**src/hw/rtl/rws_pkg.sv**
```systemverilog
// Shared types and constants for the roulette wheel selection block.
`timescale 1ns / 1ps

package rws_pkg;

	// default sizes
	localparam int POP_MAX_DEF   = 256;
	localparam int FRAC_BITS_DEF = 16;

	// fixed field widths
	localparam int FIT_W  = 16;   // signed fitness
	localparam int OFS_W  = 16;   // weight offset
	localparam int WGT_W  = 17;   // clamped weight, fitness + offset
	localparam int POP_W  = 9;    // population_size register
	localparam int EIDX_W = 8;    // entry_index / selected_index
	localparam int RND_W  = 16;   // random_fraction
	localparam int APB_DW = 32;
	localparam int APB_AW = 3;

	// item kinds, carried on tuser
	localparam logic OP_LOAD   = 1'b0;
	localparam logic OP_SELECT = 1'b1;

	// register word select (paddr[2])
	localparam logic REG_POP_SIZE   = 1'b0;
	localparam logic REG_WEIGHT_OFS = 1'b1;

	// accumulator control
	typedef struct packed {
		logic clr;
		logic en;
	} acc_ctl_t;

endpackage

```
**src/hw/rtl/rws_table.sv**
```systemverilog
// Fitness table: single write port, single registered read port.
`timescale 1ns / 1ps

module rws_table import rws_pkg::*; #(
	parameter int POP_MAX = POP_MAX_DEF,
	localparam int IDX_W = $clog2(POP_MAX)
) (
	input  logic                    clk,
	input  logic                    we,
	input  logic [IDX_W-1:0]        waddr,
	input  logic signed [FIT_W-1:0] wdata,
	input  logic [IDX_W-1:0]        raddr,
	output logic signed [FIT_W-1:0] rdata
);

	logic signed [FIT_W-1:0] mem [POP_MAX];

	always_ff @(posedge clk) begin
		if (we) begin
			mem[waddr] <= wdata;
		end
		rdata <= mem[raddr];
	end

endmodule

```
**src/hw/rtl/rws_accum.sv**
```systemverilog
// Shared weight accumulator: clamp, add and reach-target compare.
`timescale 1ns / 1ps

module rws_accum import rws_pkg::*; #(
	parameter int TOT_W     = WGT_W + 8,
	parameter int FRAC_BITS = FRAC_BITS_DEF,
	localparam int GOAL_W   = TOT_W + FRAC_BITS
) (
	input  logic                    clk,
	input  logic                    arst_n,
	input  acc_ctl_t                ctl,
	input  logic signed [FIT_W-1:0] fit,
	input  logic [OFS_W-1:0]        ofs,
	input  logic [GOAL_W-1:0]       goal,
	output logic [TOT_W-1:0]        sum,
	output logic                    reach
);

	logic [TOT_W-1:0]         acc_q;
	logic signed [WGT_W:0]    wraw;
	logic [WGT_W-1:0]         wgt;

	// fitness + offset, negative weighs nothing
	assign wraw  = $signed({{(WGT_W+1-FIT_W){fit[FIT_W-1]}}, fit})
	             + $signed({{(WGT_W+1-OFS_W){1'b0}}, ofs});
	assign wgt   = wraw[WGT_W] ? '0 : wraw[WGT_W-1:0];
	assign sum   = acc_q + TOT_W'(wgt);
	assign reach = {sum, {FRAC_BITS{1'b0}}} >= goal;

	always_ff @(posedge clk or negedge arst_n) begin
		if (!arst_n) begin
			acc_q <= '0;
		end else if (ctl.clr) begin
			acc_q <= '0;
		end else if (ctl.en) begin
			acc_q <= sum;
		end
	end

endmodule

```
**src/hw/rtl/roulette_wheel_selection.sv**
```systemverilog
// Roulette wheel selection top level: stream ports, register port and sequencer.
`timescale 1ns / 1ps

// Fitness-proportional selection over a table of POP_MAX signed fitness entries.
// A load item (tuser = 0) writes one entry and the port stays
// ready, so loads stream back to back. A select item (tuser = 1) returns one
// index: weights are fitness + weight_offset clamped at zero, over the first
// population_size entries (0 counts as 1, larger than POP_MAX as POP_MAX). Pass
// one sums the weights, one multiply forms total * fraction, pass two walks the
// entries until the partial sum, scaled by 2^FRAC_BITS, reaches that target, or
// answers the last active entry. The walk stops early when an entry reaches the
// target. The table's single read port feeds one shared accumulator, one entry
// a cycle. Input is not ready while a select is in progress. After reset the
// table is cleared by a pass over all POP_MAX entries, during which no item is
// taken; register writes are accepted throughout. The result sits in an output
// register, so a new item can be taken while it waits.

module roulette_wheel_selection import rws_pkg::*; #(
	parameter int POP_MAX   = POP_MAX_DEF,
	parameter int FRAC_BITS = FRAC_BITS_DEF
) (
	input  logic              clk,
	input  logic              arst_n,
	// input items
	input  logic              s_axis_tvalid,
	output logic              s_axis_tready,
	input  logic [39:0]       s_axis_tdata,   // entry_index[7:0], fitness_value[23:8],
	                                          // random_fraction[39:24]
	input  logic              s_axis_tuser,   // op
	// result items
	output logic              m_axis_tvalid,
	input  logic              m_axis_tready,
	output logic [7:0]        m_axis_tdata,   // selected_index[7:0]
	// register port
	input  logic              psel,
	input  logic              penable,
	input  logic              pwrite,
	input  logic [APB_AW-1:0] paddr,
	input  logic [APB_DW-1:0] pwdata,
	output logic [APB_DW-1:0] prdata,
	output logic              pready
);

	localparam int IDX_W  = $clog2(POP_MAX);
	localparam int NW     = (IDX_W + 1 > POP_W) ? IDX_W + 1 : POP_W;
	localparam int TOT_W  = WGT_W + IDX_W;
	localparam int GOAL_W = TOT_W + FRAC_BITS;
	localparam int KW     = (FRAC_BITS < RND_W) ? FRAC_BITS : RND_W;

	typedef enum logic [2:0] {
		ST_CLEAR,
		ST_IDLE,
		ST_SUM,
		ST_MUL,
		ST_WALK,
		ST_OUT
	} state_t;

	state_t state_q;

	// item fields
	logic [EIDX_W-1:0]       in_idx;
	logic signed [FIT_W-1:0] in_fit;
	logic [RND_W-1:0]        in_rnd;
	logic                    in_acc;

	assign in_idx = s_axis_tdata[7:0];
	assign in_fit = s_axis_tdata[23:8];
	assign in_rnd = s_axis_tdata[39:24];
	assign in_acc = s_axis_tvalid && s_axis_tready;

	// registers
	logic [POP_W-1:0] pop_size_q;
	logic [OFS_W-1:0] wofs_q;
	logic             cfg_wr;

	assign pready = 1'b1;
	assign cfg_wr = psel && penable && pwrite && pready;
	assign prdata = (paddr[2] == REG_WEIGHT_OFS) ? APB_DW'(wofs_q) : APB_DW'(pop_size_q);

	always_ff @(posedge clk or negedge arst_n) begin
		if (!arst_n) begin
			pop_size_q <= POP_W'(256);
			wofs_q     <= '0;
		end else if (cfg_wr) begin
			case (paddr[2])
				REG_POP_SIZE:   pop_size_q <= pwdata[POP_W-1:0];
				REG_WEIGHT_OFS: wofs_q     <= pwdata[OFS_W-1:0];
				default:        ;
			endcase
		end
	end

	// last active index: size 0 acts as 1, above POP_MAX saturates
	logic [NW-1:0]    pop_ext;
	logic [IDX_W-1:0] n_last;

	assign pop_ext = NW'(pop_size_q);

	always_comb begin
		if (pop_ext == '0) begin
			n_last = '0;
		end else if (pop_ext > NW'(POP_MAX)) begin
			n_last = IDX_W'(POP_MAX - 1);
		end else begin
			n_last = IDX_W'(pop_ext - NW'(1));
		end
	end

	// sequencer state
	logic [IDX_W-1:0]  addr_q;      // read address, also clear pointer
	logic              issue_q;     // a read goes out this cycle
	logic              rv_s1;       // read data valid
	logic [IDX_W-1:0]  ridx_s1;     // index of read data
	logic [IDX_W-1:0]  n_last_q;
	logic [KW-1:0]     k_q;
	logic [TOT_W-1:0]  total_q;
	logic [GOAL_W-1:0] goal_q;
	logic [IDX_W-1:0]  res_q;
	logic              m_valid_q;
	logic [7:0]        m_data_q;

	// table and shared accumulator
	logic                    tb_we;
	logic [IDX_W-1:0]        tb_waddr;
	logic signed [FIT_W-1:0] tb_wdata;
	logic signed [FIT_W-1:0] tb_rdata;
	logic                    load_ok;
	acc_ctl_t                acc_ctl;
	logic [TOT_W-1:0]        acc_sum;
	logic                    acc_reach;
	logic                    out_free;

	assign load_ok  = in_acc && (s_axis_tuser == OP_LOAD) && (NW'(in_idx) < NW'(POP_MAX));
	assign tb_we    = (state_q == ST_CLEAR) || load_ok;
	assign tb_waddr = (state_q == ST_CLEAR) ? addr_q : IDX_W'(in_idx);
	assign tb_wdata = (state_q == ST_CLEAR) ? '0 : in_fit;

	assign acc_ctl.clr = (in_acc && (s_axis_tuser == OP_SELECT)) || (state_q == ST_MUL);
	assign acc_ctl.en  = rv_s1 && ((state_q == ST_SUM) || (state_q == ST_WALK));

	assign out_free = !m_valid_q || m_axis_tready;

	rws_table #(
		.POP_MAX (POP_MAX)
	) u_table (
		.clk   (clk),
		.we    (tb_we),
		.waddr (tb_waddr),
		.wdata (tb_wdata),
		.raddr (addr_q),
		.rdata (tb_rdata)
	);

	rws_accum #(
		.TOT_W     (TOT_W),
		.FRAC_BITS (FRAC_BITS)
	) u_accum (
		.clk    (clk),
		.arst_n (arst_n),
		.ctl    (acc_ctl),
		.fit    (tb_rdata),
		.ofs    (wofs_q),
		.goal   (goal_q),
		.sum    (acc_sum),
		.reach  (acc_reach)
	);

	assign s_axis_tready = (state_q == ST_IDLE);
	assign m_axis_tvalid = m_valid_q;
	assign m_axis_tdata  = m_data_q;

	always_ff @(posedge clk or negedge arst_n) begin
		if (!arst_n) begin
			state_q   <= ST_CLEAR;
			addr_q    <= '0;
			issue_q   <= 1'b0;
			rv_s1     <= 1'b0;
			ridx_s1   <= '0;
			n_last_q  <= '0;
			k_q       <= '0;
			total_q   <= '0;
			goal_q    <= '0;
			res_q     <= '0;
			m_valid_q <= 1'b0;
			m_data_q  <= '0;
		end else begin
			rv_s1   <= issue_q;
			ridx_s1 <= addr_q;
			if (m_valid_q && m_axis_tready) begin
				m_valid_q <= 1'b0;
			end
			case (state_q)
				ST_CLEAR: begin
					addr_q <= addr_q + 1'b1;
					if (addr_q == IDX_W'(POP_MAX - 1)) begin
						addr_q  <= '0;
						state_q <= ST_IDLE;
					end
				end
				ST_IDLE: begin
					if (in_acc && (s_axis_tuser == OP_SELECT)) begin
						k_q      <= in_rnd[KW-1:0];
						n_last_q <= n_last;
						addr_q   <= '0;
						issue_q  <= 1'b1;
						state_q  <= ST_SUM;
					end
				end
				ST_SUM: begin
					if (issue_q) begin
						addr_q <= addr_q + 1'b1;
						if (addr_q == n_last_q) begin
							issue_q <= 1'b0;
						end
					end
					if (rv_s1 && (ridx_s1 == n_last_q)) begin
						total_q <= acc_sum;
						state_q <= ST_MUL;
					end
				end
				ST_MUL: begin
					goal_q  <= GOAL_W'(total_q) * GOAL_W'(k_q);
					addr_q  <= '0;
					issue_q <= 1'b1;
					state_q <= ST_WALK;
				end
				ST_WALK: begin
					if (issue_q) begin
						addr_q <= addr_q + 1'b1;
						if (addr_q == n_last_q) begin
							issue_q <= 1'b0;
						end
					end
					// first entry reaching the target, else the last one
					if (rv_s1 && (acc_reach || (ridx_s1 == n_last_q))) begin
						res_q   <= ridx_s1;
						issue_q <= 1'b0;
						state_q <= ST_OUT;
					end
				end
				ST_OUT: begin
					issue_q <= 1'b0;
					addr_q  <= '0;
					if (out_free) begin
						m_valid_q <= 1'b1;
						m_data_q  <= 8'(res_q);
						state_q   <= ST_IDLE;
					end
				end
				default: begin
					state_q <= ST_IDLE;
				end
			endcase
		end
	end

endmodule

```
**config.mk**
```make
export PLATFORM = sky130hd
export DESIGN_NAME = roulette_wheel_selection
export DESIGN_NICKNAME = d
export VERILOG_FILES = /design/src/hw/rtl/rws_pkg.sv /design/src/hw/rtl/rws_table.sv /design/src/hw/rtl/rws_accum.sv /design/src/hw/rtl/roulette_wheel_selection.sv
export SDC_FILE = /design/constraint.sdc
export NUM_CORES = 2
export LEC_CHECK = 0
export BUFFER_PORTS_ARGS = -buffer_cell sky130_fd_sc_hd__buf_4
export CAP_MARGIN = 10
export CORE_UTILIZATION = 30
export CTS_BUF_LIST = sky130_fd_sc_hd__clkbuf_4
export CTS_CLUSTER_SIZE = 30
export DETAILED_ROUTE_END_ITERATION = 7
export PLACE_DENSITY = 0.45
export RECOVER_POWER = 25
export REMOVE_ABC_BUFFERS = 1
export SLEW_MARGIN = 20
export SYNTH_ARGS = -nofsm -noshare
export SYNTH_HDL_FRONTEND = slang
export SYNTH_SLANG_ARGS = --single-unit
export TNS_END_PERCENT = 10
```
**constraint.sdc**
```tcl
create_clock -name clk -period 7.6 [get_ports clk]
set_input_delay 0.38 -clock clk [delete_from_list [all_inputs] [get_ports clk]]
set_output_delay 0.38 -clock clk [all_outputs]
set_load 0.02 [all_outputs]
```
Word level (Yosys, flattened, before mapping) --
Memories as Yosys holds them, arrays and structs flattened. A register that Yosys moved wholly into a read port is not among the register bits. Cells that the tools add are included.
Cells by class: add/sub/neg operators 4, multiply operators 1, divide/modulo/power cells 0, $lt $le $gt $ge 2, equality and inequality tests 14, shift-type cells 0, mux-type cells 28, bitwise operators 2, reductions and logical operators 31
Operators with widths (count):
- 2-to-1 mux 25 bit | 2
- 2-to-1 mux 8 bit | 6
- greater-or-equal comparator 41 bit | 1
- multiplier 25 x 16 -> 41 bit | 1
- 2-to-1 mux 16 bit | 2
- one-hot mux 8 bit (4 select lines) | 1
- adder 25 x 17 -> 25 bit | 1
- adder 16 x 17 -> 18 bit | 1
- one-hot mux 3 bit (6 select lines) | 1
- 2-to-1 mux 17 bit | 1
- == test 8 bit | 2
- 2-to-1 mux 3 bit | 5
- AND reduction 2 bit | 7
- != test 2 x 1 -> 1 bit (second input constant) | 5
- > comparator 9 bit (second input constant) | 1
- logical AND 1 bit | 9
- logical NOT 9 bit | 1
- 2-to-1 mux 1 bit | 9
- adder 8 x 1 -> 8 bit (second input constant) | 1
- == test 8 bit (second input constant) | 1
- subtractor 8 x 1 -> 8 bit (second input constant) | 1
- == test 3 x 2 -> 1 bit (second input constant) | 2
- == test 3 bit (second input constant) | 2
- logical OR 1 bit | 5
- 12 further kinds | 14
Storage, ports and cells: register bits 178, latch bits 0, RAM bits 4096, ROM bits 0, output and inout bits 43, word-level logic and storage cells 98, memories kept 1
Memory list:
- u_table.mem | words 256, bits a word 16, rd ports 1, clocked after memory_dff 1, wr ports 1, line rws_table.sv:16 | logic signed [FIT_W-1:0] mem [POP_MAX];

Longest topological paths before layout --
word-level depth 8, depth in mapped cells 32

Modules after synthesis --
A second synthesis with hierarchy kept.
Second synthesis, totals: cell total of the unflattened synthesis 9910, area, all modules 182113.4 sq um
Modules (own cells, without submodules):
- rws_table | times used 1, cells each 7360, area an instance 158714.7 sq um, sequential area each 123318.3 sq um
- roulette_wheel_selection | times used 1, cells each 2094, area an instance 19708.9 sq um, sequential area each 3829.9 sq um
- rws_accum | times used 1, cells each 456, area an instance 3689.8 sq um, sequential area each 625.6 sq um

Least setup slack after synthesis --
No wires, ideal clock.
path type register -> register, from reg wofs_q[1], to reg res_q[0], setup time 0.125 ns, arrival 6.845 ns, required time 7.475 ns, path slack 0.630 ns, cell stages (with the launch flop) 32, clock period less this slack 6.970 ns, cell sequence dfrtp_1 > ha_1 > a21o_1 > a21o_1 > a2111oi_0 > o31ai_1 > a41o_1 > o21a_1 > a21oi_1 > xnor2_1 > clkbuf_1 > nor2_1 > ha_1 > a21o_1 > a21oi_1 > o21bai_1 > a21oi_1 > o21bai_1 > a21o_1 > a21oi_1 > o311ai_0 > ha_1 > a21o_1 > a21o_1 > a21o_1 > a2111oi_0 > o21bai_1 > a221o_1 > a31oi_1 > or3_1 > clkbuf_1 > mux2_2
Between the ends: cells in the longest elaborated chain, start to end 7
Ends and longest elaborated chain:
- start, declared | line roulette_wheel_selection.sv:74 | logic [OFS_W-1:0] wofs_q;
- start signal, assigned | line roulette_wheel_selection.sv:88 | REG_WEIGHT_OFS: wofs_q <= pwdata[OFS_W-1:0];
- adder 16 x 17 -> 18 bit | line rws_accum.sv:25 | + $signed({{(WGT_W+1-OFS_W){1'b0}}, ofs});
- 2-to-1 mux 17 bit | line rws_accum.sv:26 | assign wgt = wraw[WGT_W] ? '0 : wraw[WGT_W-1:0];
- adder 25 x 17 -> 25 bit | line rws_accum.sv:27 | assign sum = acc_q + TOT_W'(wgt);
- via acc_sum[9] | line roulette_wheel_selection.sv:130 | logic [TOT_W-1:0] acc_sum;
- greater-or-equal comparator 41 bit | line rws_accum.sv:28 | assign reach = {sum, {FRAC_BITS{1'b0}}} >= goal;
- logical OR 1 bit | line roulette_wheel_selection.sv:236 | if (rv_s1 && (acc_reach || (ridx_s1 == n_last_q))) begin
- logical AND 1 bit | line roulette_wheel_selection.sv:236
- AND reduction 2 bit (no source line)
- end signal, assigned | line roulette_wheel_selection.sv:237 | res_q <= ridx_s1;
- end, declared | line roulette_wheel_selection.sv:119 | logic [IDX_W-1:0] res_q;
The timed path passes the listed nets, and every way through them passes these cells. A chain may end at the register's enable or synchronous reset.

Worst setup path after layout --
Ends and elaborated chain as after synthesis.

==> results.md <==
- Sw Pwr: 21800 uW
- Gate count of the mapped netlist: roughly 8.6k
- Synth-to-layout area growth: 16.0%
- DP Worst Slack: 0.0155 ns
- Number of global-route vias before repair: 99.0k
- Final Hold Fails: 0
- Power Total: ~68000 uW
- FMAX: roughly 140 MHz
- Status: complete, but fails checks
- Violated checks: max-capacitance violations, max-slew violations
- Max FO, Critical Path: 8
- Crit path from: wofs_q[1]
- R2R setup slack: 0.32 ns
- Critical path class: reg2reg
- DRT iter0 DRCs: 8291
- Clock root buffer: clkbuf_4
- Detailed placement HPWL: approximately 310 mm
- Synth Warn #: 0
- Clock net sink count: approximately 4.3k
- Clock power frac: 29.4%
- GR peak layer: met2
- Worst hold slack: ~0.25 ns
- Drt via density: just under 5
- Sw Ratio: a little under a third
- Cell variety after synth: 67
- CTS Buf Count: 1227
- WP data arrival: approximately 8.8 ns
- Async SR Flop Fraction: between 4 and 5%
- Static Leak: approximately 0.067 uW
- Maximum VDD drop: approximately 0.25 mV
- Reg clk slew, reported paths: approximately 0.060 ns
- Max Clock Skew: ~0.19 ns
- Synth area leaders: edfxtp_1, mux4_2, fa_1, dfrtp_1, ha_1
- PwrDens: about 330 mW/mm^2
- R2R cell count: 32
- Die height: around 770 um
- Initial antenna violation count: just over 50
- Gate power share: 26.5%
- Slew margin rel.: -211%
- Worst skew pair latency: roughly 1.8 ns
- Crit path capture type: register
- CTS tree: yes
- Pre-antenna DRT Iters: 6
- #FFs+latches synth: about 4.3k
- Final setup fails: 0
- P_int: roughly 47000 uW
- Mapped cell area: roughly 0.18 mm^2
- Fill count: roughly 56k
- Most numerous cell on the critical path: a21o_1
- Hold Path Origin: pwdata[2]
- Core footprint: 0.595 mm^2
- Area leader, netlist: edfxtp_1
- Flop pwr share: between 40% and 50%
- GRT Total Usage: between 10% and 20%
- Starting Density: roughly 30%
- GRT Residual Overflow: 0
- CP required: between 9 and 10 ns
- Min Tclk post-route: roughly 7.3 ns
- Drt drc: 0
- Slowest CP cell: fa_1
- Die footprint: approximately 0.6 mm^2
- H-tree depth: 7
- Worst hold path class: in2reg
- Pin count of the biggest net entering global routing: between 200 and 250
- RR Endpoint: res_q[0]
- Max Cap Violations: 37
- Post-route ant nets: 0
- Global-route wire length before repair: 730 mm
- GR Layer Usage met3: just under 4%
- Row cnt: approximately 280
- GP Congestion: a little under 0.8
- Main flop type after synthesis: edfxtp_1
- Met2 Usage GRT: a little over a quarter
- Number of flops mapped to enable cells by yosys: ~4k
- Final worst-path cycle share: between 90% and 100%
- Total Wirelength: roughly 510 mm
- Wire per inst: 27.4 um
- Average size of a mapped cell: between 20 and 25 um^2
- Nets: between 10k and 15k
- Slew Viols, Final: a little over 2k
- Fin worst setup slack: 0.324 ns
- Fraction of layout instances using a drive strength above 1: a little over a third
- Port buffer count: 90
- DR vias: ~93k
- Clock Path Buffers: 5
- Top-level port count: roughly 130
- Die X-Extent: approximately 770 um
- CP Launch Type: register
- Met1 Use GR: between 20% and 30%
- Hold-critical path endpoint: wofs_q[2]
- Hold Path Cell Cnt: 4
- Worst-margin pin slew: between 4 and 5 ns
- Post-synth top area share: 68.6%
- Critical Path Max Stage Delay: 0.41 ns
- Reg-to-reg critical path startpoint: wofs_q[1]
- Sequential share of the synthesized area: between 70% and 80%
==> state kept, by name, summed over array words and instances, names as in the netlist <==
signal         flops
addr_q             8
goal_q            41
issue_q            1
k_q               16
m_axis_tdata       8
m_axis_tvalid      1
n_last_q           8
pop_ext            9
res_q              8
ridx_s1            8
rv_s1              1
state_q            3
total_q           25
u_accum.acc_q     25
u_table.mem     4096
u_table.rdata     16
wofs_q            16
==> cells in the final DEF, fill, tap and decap left out, types with 30 or more instances in the layout <==
cell           instances
a21o_1                55
a21oi_1               66
and2_1               116
buf_12                30
buf_4                454
clkbuf_1              31
clkbuf_4            1735
clkinv_1             203
dfrtp_1              175
diode_2               47
dlygate4sd3_1        173
edfxtp_1            4096
fa_1                 322
ha_1                 175
inv_1                367
mux2_2                84
mux4_2              1346
nand2_1              425
nor2_1               202
nor2_2               113
o21ai_0               91
xnor2_1               55
xor2_1                33
==> power groups by stage <==
stage / registers [uW] / logic (uW) / clock network [uW]
3_5_place_dp: 30400 / 18200 / 0
3_3_place_gp: 30400 / 17900 / 0
6_report: 30100 / 18100 / 20100
5_1_grt: 30200 / 19800 / 22100
4_1_cts: 29900 / 18500 / 20900
2_1_floorplan: 31200 / 12600 / 0
==> cell usage after synthesis (4+ instances only) <==
cell type / number
a211oi_1: 17
a21o_1: 55
a21oi_1: 71
a22o_1: 16
a31oi_1: 16
and2_1: 140
and3_1: 11
and4_1: 4
buf_1: 37
buf_2: 108
buf_4: 22
clkbuf_1: 312
dfrtp_1: 177
dfxtp_1: 16
edfxtp_1: 4096
fa_1: 322
ha_1: 175
inv_1: 367
mux2_2: 88
mux2i_1: 19
mux4_2: 1346
nand2_1: 442
nand2b_1: 17
nand3_1: 27
nand3b_1: 14
nand4_1: 17
nor2_1: 324
nor2b_1: 18
nor3_1: 22
nor3b_1: 7
nor4_1: 10
o211ai_1: 7
o21a_1: 10
o21ai_0: 93
o21bai_1: 15
o221ai_1: 6
o31ai_1: 21
or2_2: 6
or3_1: 9
xnor2_1: 56
xor2_1: 33
==> metal layers <==
| metal | wire length [um] | part of all wire (%) | vias up |
|---|---|---|---|
| met5 | 41 | 0.0080 | - |
| met4 | 13100 | 2.6 | 6 |
| met3 | 33400 | 6.5 | 882 |
| met2 | 241000 | 47 | 3354 |
| met1 | 225000 | 44 | 49957 |
| li1 | - | - | 38432 |
==> logic make-up after synthesis <==
logic type               after synthesis  share of synthesized area, %
AND/OR/NAND/NOR                     1074                          2.67
flip-flops                          4290                          71.3
other                                  2                       0.00419
adder cells (fa/ha/maj)              498                          4.82
XOR/XNOR                              89                         0.435
multiplexers                        1453                          17.6
buffers and inverters                848                          1.91
AO/OA/AOI/OAI                        356                          1.29
==> worst max-delay path: cells and delay by family (launching register included) <==
family	cells	cell delay, ns
compound gates	19	3.94
xor+xnor	2	0.28
fa+ha+maj	3	0.97
buf+inv	4	0.65
flops	1	0.38
mux	1	0.33
simple gates	3	0.59
==> area by class of cell <==
type	count	area, um^2	share of cell area (%)
Inverter	367	1380	0.662
Sequential cell	4290	128000	61.4
Antenna cell	47	118	0.0566
Clock inverter	253	1230	0.590
Tap cell	7837	9810	4.72
Timing Repair Buffer	706	6050	2.91
Multi-Input combinational cell	3487	48600	23.4
Clock buffer	1734	13000	6.26
==> timing repair <==
item	4_1_cts	5_1_grt
gates resized for setup	0	15
buffers inserted	0	1
hold endpoints to repair	5701	4
hold buffers	173	1
endpoints found under the setup margin	0	10
==> stage by stage <==
step / instance area (um^2) / util, % / instances / setup TNS [ns]
after global routing: 208000 / 35.0 / 18705 / -0.188
after global placement: 192000 / 32.3 / 16505 / -1.34
final: 208000 / 35.0 / 18721 / 0
after floorplan: 177000 / - / 8144 / -
after CTS: 208000 / 35.0 / 18666 / 0
after detailed placement: 192000 / 32.3 / 16506 / 0
==> worst max-delay path by stage <==
stage / end / slack (ns)
floorplan: addr_q[0] / -35.45
global placement: res_q[0] / -0.17
detailed placement: res_q[6] / 0.02
CTS: res_q[0] / 0.0002
global route: u_table.mem[205][10] / -0.02
finish: res_q[0] / 0.32
(Power assumes the default switching activity.)
